--- src/sv/rist_pkg.sv ---
// Shared types and constants for the interrupt select and trap entry block.
`default_nettype none

package rist_pkg;

  localparam int unsigned XLEN   = 64;
  localparam int unsigned PEND_W = 12;
  localparam int unsigned CAUSE_W = 4;

  // Privilege mode codes
  localparam logic [1:0] MODE_USER    = 2'd0;
  localparam logic [1:0] MODE_SUPER   = 2'd1;
  localparam logic [1:0] MODE_MACHINE = 2'd3;

  // Selectable interrupt causes
  localparam logic [CAUSE_W-1:0] CAUSE_SSI = 4'd1;
  localparam logic [CAUSE_W-1:0] CAUSE_MSI = 4'd3;
  localparam logic [CAUSE_W-1:0] CAUSE_STI = 4'd5;
  localparam logic [CAUSE_W-1:0] CAUSE_MTI = 4'd7;
  localparam logic [CAUSE_W-1:0] CAUSE_SEI = 4'd9;
  localparam logic [CAUSE_W-1:0] CAUSE_MEI = 4'd11;

  // Configuration register indexes
  localparam logic [1:0] REG_ENABLE_MASK   = 2'd0;
  localparam logic [1:0] REG_DELEGATE_MASK = 2'd1;
  localparam logic [1:0] REG_MACHINE_VEC   = 2'd2;
  localparam logic [1:0] REG_SUPER_VEC     = 2'd3;

  // Outcome of the priority select
  typedef struct packed {
    logic               found;
    logic [CAUSE_W-1:0] cause;
  } sel_t;

  // One result item
  typedef struct packed {
    logic               trap_taken;
    logic [CAUSE_W-1:0] cause_code;
    logic               to_supervisor;
    logic [XLEN-1:0]    target_pc;
    logic [1:0]         new_priv;
    logic [XLEN-1:0]    saved_pc;
    logic               saved_prev_enable;
    logic [1:0]         saved_prev_priv;
  } result_t;

endpackage

`default_nettype wire

--- src/sv/rist_select.sv ---
// Pending update, global enable gate and fixed priority interrupt select.
`default_nettype none

module rist_select
  import rist_pkg::*;
(
  input  wire logic [PEND_W-1:0] pending,
  input  wire logic [PEND_W-1:0] raise_lines,
  input  wire logic              device_request,
  input  wire logic [1:0]        mode,
  input  wire logic              asleep,
  input  wire logic              mgie,
  input  wire logic              sgie,
  input  wire logic [PEND_W-1:0] enable_mask,
  output logic      [PEND_W-1:0] pending_next,
  output sel_t                   sel
);

  logic              gated;
  logic [PEND_W-1:0] raised;
  logic [PEND_W-1:0] with_dev;
  logic [PEND_W-1:0] active;
  logic [PEND_W-1:0] clear_bit;

  // Gate on the global enable of the current mode unless asleep
  always_comb begin
    gated = 1'b0;
    if (mode == MODE_MACHINE && !mgie && !asleep) begin
      gated = 1'b1;
    end
    if (mode == MODE_SUPER && !sgie && !asleep) begin
      gated = 1'b1;
    end
  end

  assign raised   = pending | raise_lines;
  assign with_dev = raised | (device_request ? (PEND_W'(1) << CAUSE_SEI) : '0);
  assign active   = with_dev & enable_mask;

  // Fixed priority: MEI, MSI, MTI, SEI, SSI, STI
  always_comb begin
    sel.found = 1'b1;
    sel.cause = '0;
    if (gated) begin
      sel.found = 1'b0;
    end else if (active[CAUSE_MEI]) begin
      sel.cause = CAUSE_MEI;
    end else if (active[CAUSE_MSI]) begin
      sel.cause = CAUSE_MSI;
    end else if (active[CAUSE_MTI]) begin
      sel.cause = CAUSE_MTI;
    end else if (active[CAUSE_SEI]) begin
      sel.cause = CAUSE_SEI;
    end else if (active[CAUSE_SSI]) begin
      sel.cause = CAUSE_SSI;
    end else if (active[CAUSE_STI]) begin
      sel.cause = CAUSE_STI;
    end else begin
      sel.found = 1'b0;
    end
  end

  // Drop the winning bit; a gated check keeps the pending and raised bits but drops the device request
  assign clear_bit    = sel.found ? (PEND_W'(1) << sel.cause) : '0;
  assign pending_next = gated ? raised : (with_dev & ~clear_bit);

endmodule

`default_nettype wire

--- src/sv/rist_entry.sv ---
// Trap entry: target mode, vector address and saved status for a selected cause.
`default_nettype none

module rist_entry
  import rist_pkg::*;
(
  input  wire sel_t             sel,
  input  wire logic [1:0]       mode,
  input  wire logic             mgie,
  input  wire logic             sgie,
  input  wire logic [XLEN-1:0]  pc,
  input  wire logic [PEND_W-1:0] delegate_mask,
  input  wire logic [XLEN-1:0]  machine_vector,
  input  wire logic [XLEN-1:0]  supervisor_vector,
  output result_t               res
);

  logic            deleg;
  logic            to_s;
  logic [XLEN-1:0] base;
  logic [XLEN-1:0] offset;

  // Machine timer is never delegated
  assign deleg  = delegate_mask[sel.cause] && (sel.cause != CAUSE_MTI);
  assign to_s   = deleg && (mode == MODE_USER || mode == MODE_SUPER);
  assign base   = to_s ? supervisor_vector : machine_vector;
  assign offset = base[0] ? {{(XLEN-CAUSE_W-2){1'b0}}, sel.cause, 2'b00} : '0;

  // Zero every field when no trap is taken
  always_comb begin
    res = '0;
    if (sel.found) begin
      res.trap_taken        = 1'b1;
      res.cause_code        = sel.cause;
      res.to_supervisor     = to_s;
      res.target_pc         = {base[XLEN-1:2], 2'b00} + offset;
      res.new_priv          = to_s ? MODE_SUPER : MODE_MACHINE;
      res.saved_pc          = {pc[XLEN-1:1], 1'b0};
      res.saved_prev_enable = to_s ? sgie : mgie;
      res.saved_prev_priv   = mode;
    end
  end

endmodule

`default_nettype wire

--- src/sv/riscv_interrupt_select_and_trap_entry.sv ---
// Interrupt select and trap entry top level: input register, select, result register.
// Path from input accept to result accept: input register, then result register;
// out_valid rises as the item moves from the input register to the result register.
// Throughput: one item per cycle while out_stall is low; each item reads and updates
// the pending store, so the next item sees the store left by the item ahead of it.
// Reset clears the pending store, all configuration registers and both valid flags.
`default_nettype none

module riscv_interrupt_select_and_trap_entry
  import rist_pkg::*;
(
  input  wire logic              clk,
  input  wire logic              rst,
  // configuration write port
  input  wire logic              config_write,
  input  wire logic [1:0]        config_index,
  input  wire logic [XLEN-1:0]   config_data,
  // input channel
  input  wire logic              in_valid,
  output logic                   in_stall,
  input  wire logic [XLEN-1:0]   current_pc,
  input  wire logic [1:0]        priv_mode,
  input  wire logic              asleep,
  input  wire logic              machine_global_enable,
  input  wire logic              supervisor_global_enable,
  input  wire logic [PEND_W-1:0] raise_lines,
  input  wire logic              device_request,
  // output channel
  output logic                   out_valid,
  input  wire logic              out_stall,
  output logic                   trap_taken,
  output logic [CAUSE_W-1:0]     cause_code,
  output logic                   to_supervisor,
  output logic [XLEN-1:0]        target_pc,
  output logic [1:0]             new_priv,
  output logic [XLEN-1:0]        saved_pc,
  output logic                   saved_prev_enable,
  output logic [1:0]             saved_prev_priv
);

  logic [PEND_W-1:0] enable_mask;
  logic [PEND_W-1:0] delegate_mask;
  logic [XLEN-1:0]   machine_vector;
  logic [XLEN-1:0]   supervisor_vector;
  logic [PEND_W-1:0] pending;
  logic [PEND_W-1:0] pending_next;

  logic              s1_valid;
  logic [XLEN-1:0]   s1_pc;
  logic [1:0]        s1_mode;
  logic              s1_asleep;
  logic              s1_mgie;
  logic              s1_sgie;
  logic [PEND_W-1:0] s1_raise;
  logic              s1_dev;

  logic              s1_move;
  logic              in_take;
  sel_t              sel;
  result_t           res_next;
  result_t           res;

  // Configuration registers
  always_ff @(posedge clk) begin
    if (rst) begin
      enable_mask       <= '0;
      delegate_mask     <= '0;
      machine_vector    <= '0;
      supervisor_vector <= '0;
    end else if (config_write) begin
      case (config_index)
        REG_ENABLE_MASK:   enable_mask       <= config_data[PEND_W-1:0];
        REG_DELEGATE_MASK: delegate_mask     <= config_data[PEND_W-1:0];
        REG_MACHINE_VEC:   machine_vector    <= config_data;
        REG_SUPER_VEC:     supervisor_vector <= config_data;
        default: ;
      endcase
    end
  end

  // Handshake: stage 1 advances when the result register is free or draining
  assign s1_move  = s1_valid && (!out_valid || !out_stall);
  assign in_stall = s1_valid && !s1_move;
  assign in_take  = in_valid && !in_stall;

  // Input register
  always_ff @(posedge clk) begin
    if (rst) begin
      s1_valid <= 1'b0;
    end else if (in_take) begin
      s1_valid <= 1'b1;
    end else if (s1_move) begin
      s1_valid <= 1'b0;
    end
  end

  always_ff @(posedge clk) begin
    if (in_take) begin
      s1_pc     <= current_pc;
      s1_mode   <= priv_mode;
      s1_asleep <= asleep;
      s1_mgie   <= machine_global_enable;
      s1_sgie   <= supervisor_global_enable;
      s1_raise  <= raise_lines;
      s1_dev    <= device_request;
    end
  end

  rist_select u_select (
    .pending        (pending),
    .raise_lines    (s1_raise),
    .device_request (s1_dev),
    .mode           (s1_mode),
    .asleep         (s1_asleep),
    .mgie           (s1_mgie),
    .sgie           (s1_sgie),
    .enable_mask    (enable_mask),
    .pending_next   (pending_next),
    .sel            (sel)
  );

  rist_entry u_entry (
    .sel               (sel),
    .mode              (s1_mode),
    .mgie              (s1_mgie),
    .sgie              (s1_sgie),
    .pc                (s1_pc),
    .delegate_mask     (delegate_mask),
    .machine_vector    (machine_vector),
    .supervisor_vector (supervisor_vector),
    .res               (res_next)
  );

  // Pending store advances once per item
  always_ff @(posedge clk) begin
    if (rst) begin
      pending <= '0;
    end else if (s1_move) begin
      pending <= pending_next;
    end
  end

  // Result register
  always_ff @(posedge clk) begin
    if (rst) begin
      out_valid <= 1'b0;
    end else if (s1_move) begin
      out_valid <= 1'b1;
    end else if (!out_stall) begin
      out_valid <= 1'b0;
    end
  end

  always_ff @(posedge clk) begin
    if (s1_move) begin
      res <= res_next;
    end
  end

  assign trap_taken        = res.trap_taken;
  assign cause_code        = res.cause_code;
  assign to_supervisor     = res.to_supervisor;
  assign target_pc         = res.target_pc;
  assign new_priv          = res.new_priv;
  assign saved_pc          = res.saved_pc;
  assign saved_prev_enable = res.saved_prev_enable;
  assign saved_prev_priv   = res.saved_prev_priv;

  // The input side only stalls while an item sits in the input register
  a_stall_needs_item: assert property (@(posedge clk) disable iff (rst)
    in_stall |-> s1_valid)
    else $error("input stalled with empty input register");

  // The winning pending bit is gone after the item moves on
  a_winner_cleared: assert property (@(posedge clk) disable iff (rst)
    (s1_move && sel.found) |=> (pending[$past(sel.cause)] == 1'b0))
    else $error("selected pending bit not cleared");

  // A result without a trap carries all-zero fields
  a_no_trap_zero: assert property (@(posedge clk) disable iff (rst)
    (out_valid && !trap_taken) |->
      (cause_code == '0 && target_pc == '0 && saved_pc == '0 && new_priv == '0))
    else $error("no-trap result has nonzero fields");

  // Target mode and new privilege agree
  a_priv_matches: assert property (@(posedge clk) disable iff (rst)
    (out_valid && trap_taken) |->
      (new_priv == (to_supervisor ? MODE_SUPER : MODE_MACHINE)))
    else $error("new privilege disagrees with trap target");

endmodule

`default_nettype wire

--- config.mk ---
export PLATFORM = sky130hd
export DESIGN_NAME = riscv_interrupt_select_and_trap_entry
export DESIGN_NICKNAME = d
export VERILOG_FILES = /design/src/sv/rist_pkg.sv /design/src/sv/rist_select.sv /design/src/sv/rist_entry.sv /design/src/sv/riscv_interrupt_select_and_trap_entry.sv
export SDC_FILE = /design/constraint.sdc
export NUM_CORES = 1
export LEC_CHECK = 0
export ABC_AREA = 1
export BUFFER_PORTS_ARGS = -buffer_cell sky130_fd_sc_hd__clkbuf_2
export CORE_MARGIN = 3
export CORE_UTILIZATION = 40
export CTS_CLUSTER_DIAMETER = 40
export DETAILED_ROUTE_END_ITERATION = 7
export PLACE_DENSITY = 0.7
export SLEW_MARGIN = 20
export SYNTH_ARGS = -nofsm -noshare
export SYNTH_HDL_FRONTEND = slang
export SYNTH_SLANG_ARGS = --single-unit
--- constraint.sdc ---
create_clock -name clk -period 5.4 [get_ports clk]
set_input_delay 0.27 -clock clk [delete_from_list [all_inputs] [get_ports clk]]
set_output_delay 0.27 -clock clk [all_outputs]
set_load 0.02 [all_outputs]
==> out/summary.log, run 1 <==
[run_status] result of the run complete, no violations
[die] total core area 40200 um2
[power] power consumption 7.75 mW
[clock_network] CTS tree done
[die] effective utilization at floorplan 41.0%
[grt] number of antenna violations at the first check in global routing 1
[synthesis] commonest register cell after synthesis edfxtp_1
[grt] wire length of the first global-routing pass 77.3 mm
[placed_design] Port-buffer cells 283
[synthesis] FFs w/ async S/R, synth 0%
[setup_path] category of the worst setup path capture point register
[synthesis] sequential fraction of the synthesis area 56.6%
[die] number of top-level pins 294
[clock_network] total number of H-tree levels 2
[flow_run] Max-Cap Viols 0
[drt] Antenna Nets Post-Route 0
[grt] overflow left after global routing 0
[synthesis] post-synthesis share of cell area spent on full adders, half adders and majority gates 0.426%
[clock_network] clock buffer count from CTS 51
[drt] Vias per Instance 5.01
[layout] fraction of final layout cells sized beyond drive strength 1 17.8%
[synthesis] yosys warns 0
[grt] vias in the first global route 14059
[placed_design] detailed placement HPWL 34.9 mm
[timing] setup repair after global routing missed its margin false
[synthesis] cell taking the most area after synthesis edfxtp_1
[synthesis] Post-synth EDFFs 211
[synthesis] share of synthesized area spent on multiplexers 0%
[synthesis] Post-Synthesis Cell Area 16500 um2
[setup_path] startpoint types register
[timing] aggregate negative setup slack 0 ns
[setup_path] worst endpoint required time 5.82 ns
[setup_path] minimum setup slack among reg-to-reg paths 0.65 ns
[clock_network] CTS clk-pin slew, worst paths 0.06 ns
[synthesis] cells after synthesis 1983
[layout] final standard cell utilization of the core 53.4%
[clock_network] sinks on the clock net 360
[layout] Design Area, Final 21500 um2
[timing] pins over their slew limit 0
[timing] Fmax achieved 210 MHz
[power] Worst IR Drop VDD 0.000258 V
[power] total power per unit cell area 361 nW/um2
[die] x dimension of the die 209 um
[setup_path] classification of the worst setup path reg -> reg
[layout] number of nets in the final layout 2538
[drt] drt first pass iters 6
[timing] worst hold slack 0.0142 ns
[drt] number of DRC violations after detailed-routing iteration 0 1366
[timing] worst slew pin tran 1.06 ns
[timing] normalized max-slew margin 29.2%
[die] num rows 73
[grt] largest net degree at the start of global routing 113
[setup_path] maximum fanout along the worst path 12
[placed_design] Post-Place Cell Area 18200 um2
[placed_design] GPL Wtd Cong 0.950
[synthesis] Synth top area share 38.5%
[timing] final count of hold timing violations 0
[clock_network] Resize count post-CTS 0
[die] die height 209 um
[die] Die Area 43600 um2
[clock_network] clock latency at the later pin of the worst-skew pair 0.60 ns
[clock_network] root buffer cell clkbuf_16
[drt] wire per inst 17.2 um
[min_path] class of the tightest hold or removal check in -> reg
[drt] Post-Route WL 50.6 mm
[grt] overall routing resource usage 22.3%
[timing] setup violation total in the final timing report 0
[layout] diode count 0
[layout] area growth from synthesis to layout 30.5%
[drt] via count 14784
[synthesis] Yosys cell types 43
[synthesis] synthesized area per cell 8.30 um2
[synthesis] share of the synthesized area in compound gates (AO/OA/AOI/OAI) 11.6%
[setup_path] arrival time at the worst endpoint 5.17 ns
[synthesis] dominant combinational cell family by area after synthesis simple AND/OR/NAND/NOR gates
[synthesis] flops & latches, synth 360
[timing] fin crit period 4.75 ns
[synthesis] XOR/XNOR Fraction of Synth Area 0.0532%
[drt] Remaining DRCs 0
[synthesis] synth top area cells edfxtp_1, dfxtp_1, nand2_1
[synthesis] basic-gate share of the synthesized area counting and, or, nand and nor cells 22.6%
[timing] clock tree skew after final layout 0.0137 ns
[layout] count of filler cells inserted in the layout 3619
[power] Pleak 9.10 nW
[timing] period utilisation layout 88.0%
[clock_network] maximum buffer depth of the clock tree 3
==> flip-flops by register name, indices dropped and copies added, names as in the netlist, 2 cells and up <==
| register | cells |
|---|---|
| s1_mode | 2 |
| saved_prev_priv | 2 |
| supervisor_vector | 63 |
| delegate_mask | 9 |
| cause_code | 4 |
| machine_vector | 63 |
| pending | 6 |
| new_priv | 2 |
| saved_pc | 63 |
| target_pc | 62 |
| s1_raise | 6 |
| enable_mask | 6 |
| s1_pc | 63 |
==> layer usage <==
layer	GRT usage [%]	wire length, um
met1	29.1	20900
met2	37.2	24400
met5	0	7
met4	7.90	1730
met3	4.37	3560
==> worst max-delay path: stages (launching register included) <==
cell and delay (ns):
edfxtp_1 0.41, nand2_1 0.13, nand3_4 0.15, nand2_1 0.37
inv_1 0.11, nand2_1 0.08, nand2_1 0.05, inv_1 0.05
nand2_1 0.04, nand2_1 0.10, nand2_4 0.06, nand2_4 0.08
inv_1 0.09, o21ai_0 0.20, inv_1 0.11, nor2_1 0.10
ha_1 0.17, inv_1 0.06, fa_1 0.37, nor2_1 0.15
o21ai_0 0.09, nand2_1 0.12, nand3_1 0.31, nor2_1 0.23
inv_1 0.09, nor2_1 0.43, nand4_1 0.16, a21oi_1 0.25
==> through the flow <==
stage               worst slack [ns]  instances
detailed placement             0.641       2717
finish                         0.648       2948
global route                   0.157       2948
CTS                            0.623       2947
floorplan                      0.327       1985
global placement               0.702       2717
==> kinds of logic (layout without fill, tap and decap cells) <==
logic type	after synthesis	in the layout
and+or+nand+nor	887	887
AOI/OAI and AO/OA	373	373
other	1	3
DFF	360	360
buffers and inverters	356	794
adders and majority gates	5	5
xor gates and xnor gates	1	1
==> synth_stat cells, types with 4 or more instances <==
master and number:
buf_2 13, nand3_1 140, nand3_2 4, a21oi_1 177
inv_2 5, o21a_1 4, nor2_4 5, buf_1 4
nor2_2 13, o21ai_0 174, ha_1 4, clkbuf_1 56
nand2_1 407, buf_4 14, edfxtp_1 211, o21ai_1 8
inv_1 259, dfxtp_1 149, nand4_1 15, nor2_1 284
==> final timing paths <==
kind | start | to | depth (start not counted)
setup / recovery | s1_mode[1] | target_pc[50] | 27
hold / removal | config_data[8] | delegate_mask[8] | 3
setup reg to reg | s1_mode[1] | target_pc[50] | 27
hold reg to reg | supervisor_vector[9] | supervisor_vector[9] | 2
==> placed cells by master (no fill, tap or decap), types with 7 or more instances in the layout <==
| master | count |
|---|---|
| a21oi_1 | 176 |
| buf_4 | 13 |
| bufinv_16 | 8 |
| clkbuf_16 | 52 |
| clkbuf_2 | 283 |
| dfxtp_1 | 149 |
| dlygate4sd3_1 | 134 |
| edfxtp_1 | 211 |
| inv_1 | 257 |
| inv_2 | 8 |
| inv_6 | 7 |
| nand2_1 | 406 |
| nand3_1 | 140 |
| nand4_1 | 15 |
| nor2_1 | 284 |
| nor2_2 | 13 |
| o21ai_0 | 174 |
| o21ai_1 | 8 |
==> repair_timing <==
action | 4_1_cts | 5_1_grt
buffers inserted | 0 | 0
hold buffers | 134 | 0
hold endpoints to repair | 185 | 0
endpoints found under the setup margin | 0 | 0
==> report_power, final <==
| group | switching [mW] | internal, mW |
|---|---|---|
| sequential | 0.0536 | 3.08 |
| combinational | 0.698 | 0.313 |
| clock | 1.36 | 2.24 |
==> final cells by class <==
cell class	instances	area (um2)	area share [%]
clock buffer	60	1360	6.34
clock inverter	36	504	2.35
inverter	266	998	4.65
multi-input combinational	1269	5740	26.7
sequential	360	9320	43.4
tap	525	657	3.06
timing repair buffer	432	2900	13.5
No activity file was read; power rests on OpenSTA's default activity.
==> run 2, diff against run 1 <==
Settings changed: ABC_AREA 1 to not set, PLACE_DENSITY 0.7 to 0.71.
==> run 2 against run 1 <==
  * Total power decreased by 5.5%
  * First-iteration DRC count decreased by 19%
  * Combinational power decreased by 34%
  * Count of clock-buffer cells in the layout increased by 1
  * Sequential share of layout area increased by 0.70 points
  * Clock skew increased by 0.012 ns
  * Utilization increased by 0.62 points
  * Flip-flop and latch count unchanged
  * Die area decreased by 2.8%
  * Routed wire length decreased by 5.4%
  * Clock power decreased by 2%
  * Largest power group unchanged
==> out/summary.log, run 2 <==
[run_status] result of the run complete, no violations
[synthesis] synthesized area per cell 10.4 um2
[grt] overall routing resource usage 22.0%
[placed_design] GPL Wtd Cong 0.901
[die] effective utilization at floorplan 40.9%
[synthesis] Synth top area share 39.6%
[power] Pleak 7.80 nW
[clock_network] CTS clk-pin slew, worst paths 0.06 ns
[min_path] Hold Path Cell Cnt 2
[synthesis] sequential fraction of the synthesis area 58.3%
[setup_path] startpoint of the worst setup timing path s1_mode[1]
[placed_design] detailed placement HPWL 30.6 mm
[setup_path] cell with the most instances on the worst path nand2_1
[grt] number of antenna violations at the first check in global routing 3
[min_path] class of the tightest hold or removal check in -> reg
[timing] fin crit period 4.75 ns
[timing] normalized max-slew margin 32.0%
[drt] wire per inst 19.1 um
[timing] clock tree skew after final layout 0.0257 ns
[die] die height 206 um
[timing] least setup slack across all paths after layout 0.648 ns
[setup_path] Worst R2R Start s1_mode[1]
[grt] largest net degree at the start of global routing 147
[drt] Post-Route WL 47.9 mm
[die] Die Area 42400 um2
[setup_path] maximum single-stage delay on the critical path 0.66 ns
[setup_path] classification of the worst setup path reg -> reg
[layout] Design Area, Final 21100 um2
[setup_path] arrival time at the worst endpoint 5.04 ns
[clock_network] clock latency at the later pin of the worst-skew pair 0.59 ns
[power] total power per unit cell area 346 nW/um2
[synthesis] Post-Synthesis Cell Area 16000 um2
[setup_path] maximum fanout along the worst path 47
[timing] final count of hold timing violations 0
[clock_network] root buffer cell clkbuf_16
[placed_design] Post-Place Cell Area 17900 um2
[setup_path] Reg2Reg Capture Point target_pc[53]
[grt] vias in the first global route 13133
[clock_network] sinks on the clock net 360
[timing] worst hold slack 0.211 ns
[timing] pins over their slew limit 0
[drt] drt first pass iters 6
[clock_network] total setup buffers inserted after CTS 0
[setup_path] ordered cell list for the critical path mux2i_1, nand2_1, a31oi_1, o31ai_4, a31o_4, nor2_4, buf_4, nand2_1, nand2_1, ha_1, inv_1, o21bai_1, buf_4, and3_1, nand4_1, a21oi_1, o21ai_1, mux2i_1, o21ai_0
[die] total core area 39100 um2
[timing] worst slew pin tran 1.01 ns
[synthesis] flops & latches, synth 360
[synthesis] yosys warns 0
[placed_design] Port-buffer cells 283
[setup_path] Register-to-Register Path Depth 19
[layout] most frequent standard cell in the layout excluding fill and tap cells nand2_1
[placed_design] worst slack at placement 0.644 ns
[synthesis] commonest register cell after synthesis edfxtp_1
[clock_network] total number of H-tree levels 2
[setup_path] startpoint types register
[drt] Antenna Nets Post-Route 0
[synthesis] Yosys cell types 77
[layout] count of filler cells inserted in the layout 3370
[synthesis] library cell with the highest instance count after synthesis nand2_1
[layout] most used cells in the layout excluding fill and tap cells nand2_1, clkbuf_2, edfxtp_1
[grt] wire length of the first global-routing pass 73.2 mm
[synthesis] cells after synthesis 1538
[setup_path] worst endpoint required time 5.69 ns
[drt] Remaining DRCs 0
[synthesis] FFs w/ async S/R, synth 0%
[power] Worst IR Drop VDD 0.000236 V
[synthesis] synth top area cells edfxtp_1, dfxtp_1, nand2_1
[flow_run] Max-Cap Viols 0
[min_path] start point of the worst min-delay path rst
[die] number of top-level pins 294
[clock_network] clock buffer count from CTS 53
[min_path] Worst Hold End supervisor_vector[50]
[layout] fraction of final layout cells sized beyond drive strength 1 22.2%
[clock_network] CTS tree done
[synthesis] cell taking the most area after synthesis edfxtp_1
[power] power consumption 7.32 mW
[timing] setup repair after global routing missed its margin false
[timing] Fmax achieved 210 MHz
[layout] area growth from synthesis to layout 32.3%
[clock_network] maximum buffer depth of the clock tree 3
[die] num rows 72
[drt] number of DRC violations after detailed-routing iteration 0 1108
[layout] number of nets in the final layout 2104
[drt] Vias per Instance 5.37
[timing] aggregate negative setup slack 0 ns
[setup_path] minimum setup slack among reg-to-reg paths 0.65 ns
[setup_path] category of the worst setup path capture point register
[synthesis] most instantiated cells after synthesis nand2_1, edfxtp_1, a21oi_1
[timing] setup violation total in the final timing report 0
[timing] period utilisation layout 88.0%
[drt] via count 13481
[synthesis] Post-synth EDFFs 211
[die] x dimension of the die 206 um
[grt] overflow left after global routing 0
[setup_path] Slowest-stage cell, CP buf_4
-- run 2: cell count changes in the layout (fill, tap and decap cells not counted), moves of 31 or more --
cell	before	now
nor3_1	2	42
nand3_1	140	34
and2_1	2	75
o21ai_0	174	16
xnor2_1	1	32
inv_1	257	17
nor2_1	284	68
mux2i_1	0	54
nand2_1	406	311
-- run 2: metal layers --
metal	global-route usage, %	part of all wire [%]	vias to the layer above
met1	28.3	40	6461
met5	0	0.027	-
met4	8.78	3.8	2
met3	4.43	7.7	114
li1	-	-	6340
met2	36.4	49	564
-- run 2: final cells by class --
cell class	count	area (um2)	area share, %
antenna	2	5.00	0.0237
clock buffer	61	1430	6.76
clock inverter	38	424	2.01
inverter	18	67.6	0.320
multi-input combinational	1070	6260	29.6
sequential	360	9320	44.1
tap	518	648	3.07
timing repair buffer	443	2990	14.1
-- run 2: where the power goes --
group	total (mW)	switching (mW)	internal, mW	leakage (nW)
clock	3.54	1.32	2.22	0.905
sequential	3.11	0.0673	3.05	3.21
combinational	0.663	0.420	0.243	3.69
total	7.32	1.81	5.51	7.80
-- run 2: logic make-up after synthesis --
family	count (synthesis)	share of synthesized area (%)
xor gates and xnor gates	53	2.90
and+or+nand+nor	652	19.7
adders and majority gates	5	0.438
other	1	0.0235
buffers and inverters	110	3.04
DFF	360	58.3
AOI/OAI and AO/OA	295	11.7
muxes	62	3.97
-- run 2: worst max-delay path, delay by kind of cell (launching register included) --
kind                       cells  cell delay [ns]
adders and majority gates      1             0.15
and+or+nand+nor                6             0.88
buffers and inverters          3             0.90
muxes                          2             0.51
DFF                            1             0.43
AOI/OAI and AO/OA              7             1.59
-- run 2: worst max-delay path by stage --
stage / slack (ns) / to
after CTS: 0.60 / target_pc[61]
after floorplan: 0.17 / pending[11]
after detailed placement: 0.64 / target_pc[61]
after global routing: 0.26 / target_pc[26]
final: 0.65 / target_pc[53]
after global placement: 0.76 / target_pc[61]
-- run 2: what timing repair did --
item                                    4_1_cts  5_1_grt
resized for setup                             0        0
hold buffers                                141        0
hold endpoints to repair                    208        0
endpoints found under the setup margin        0        0
-- run 2: through the flow --
| stage | util, % | std cells |
|---|---|---|
| after floorplan | - | 1540 |
| after global placement | 45.7 | 2268 |
| after detailed placement | 45.7 | 2268 |
| after CTS | 54.1 | 2508 |
| after global routing | 54.1 | 2509 |
| final | 54.1 | 2510 |
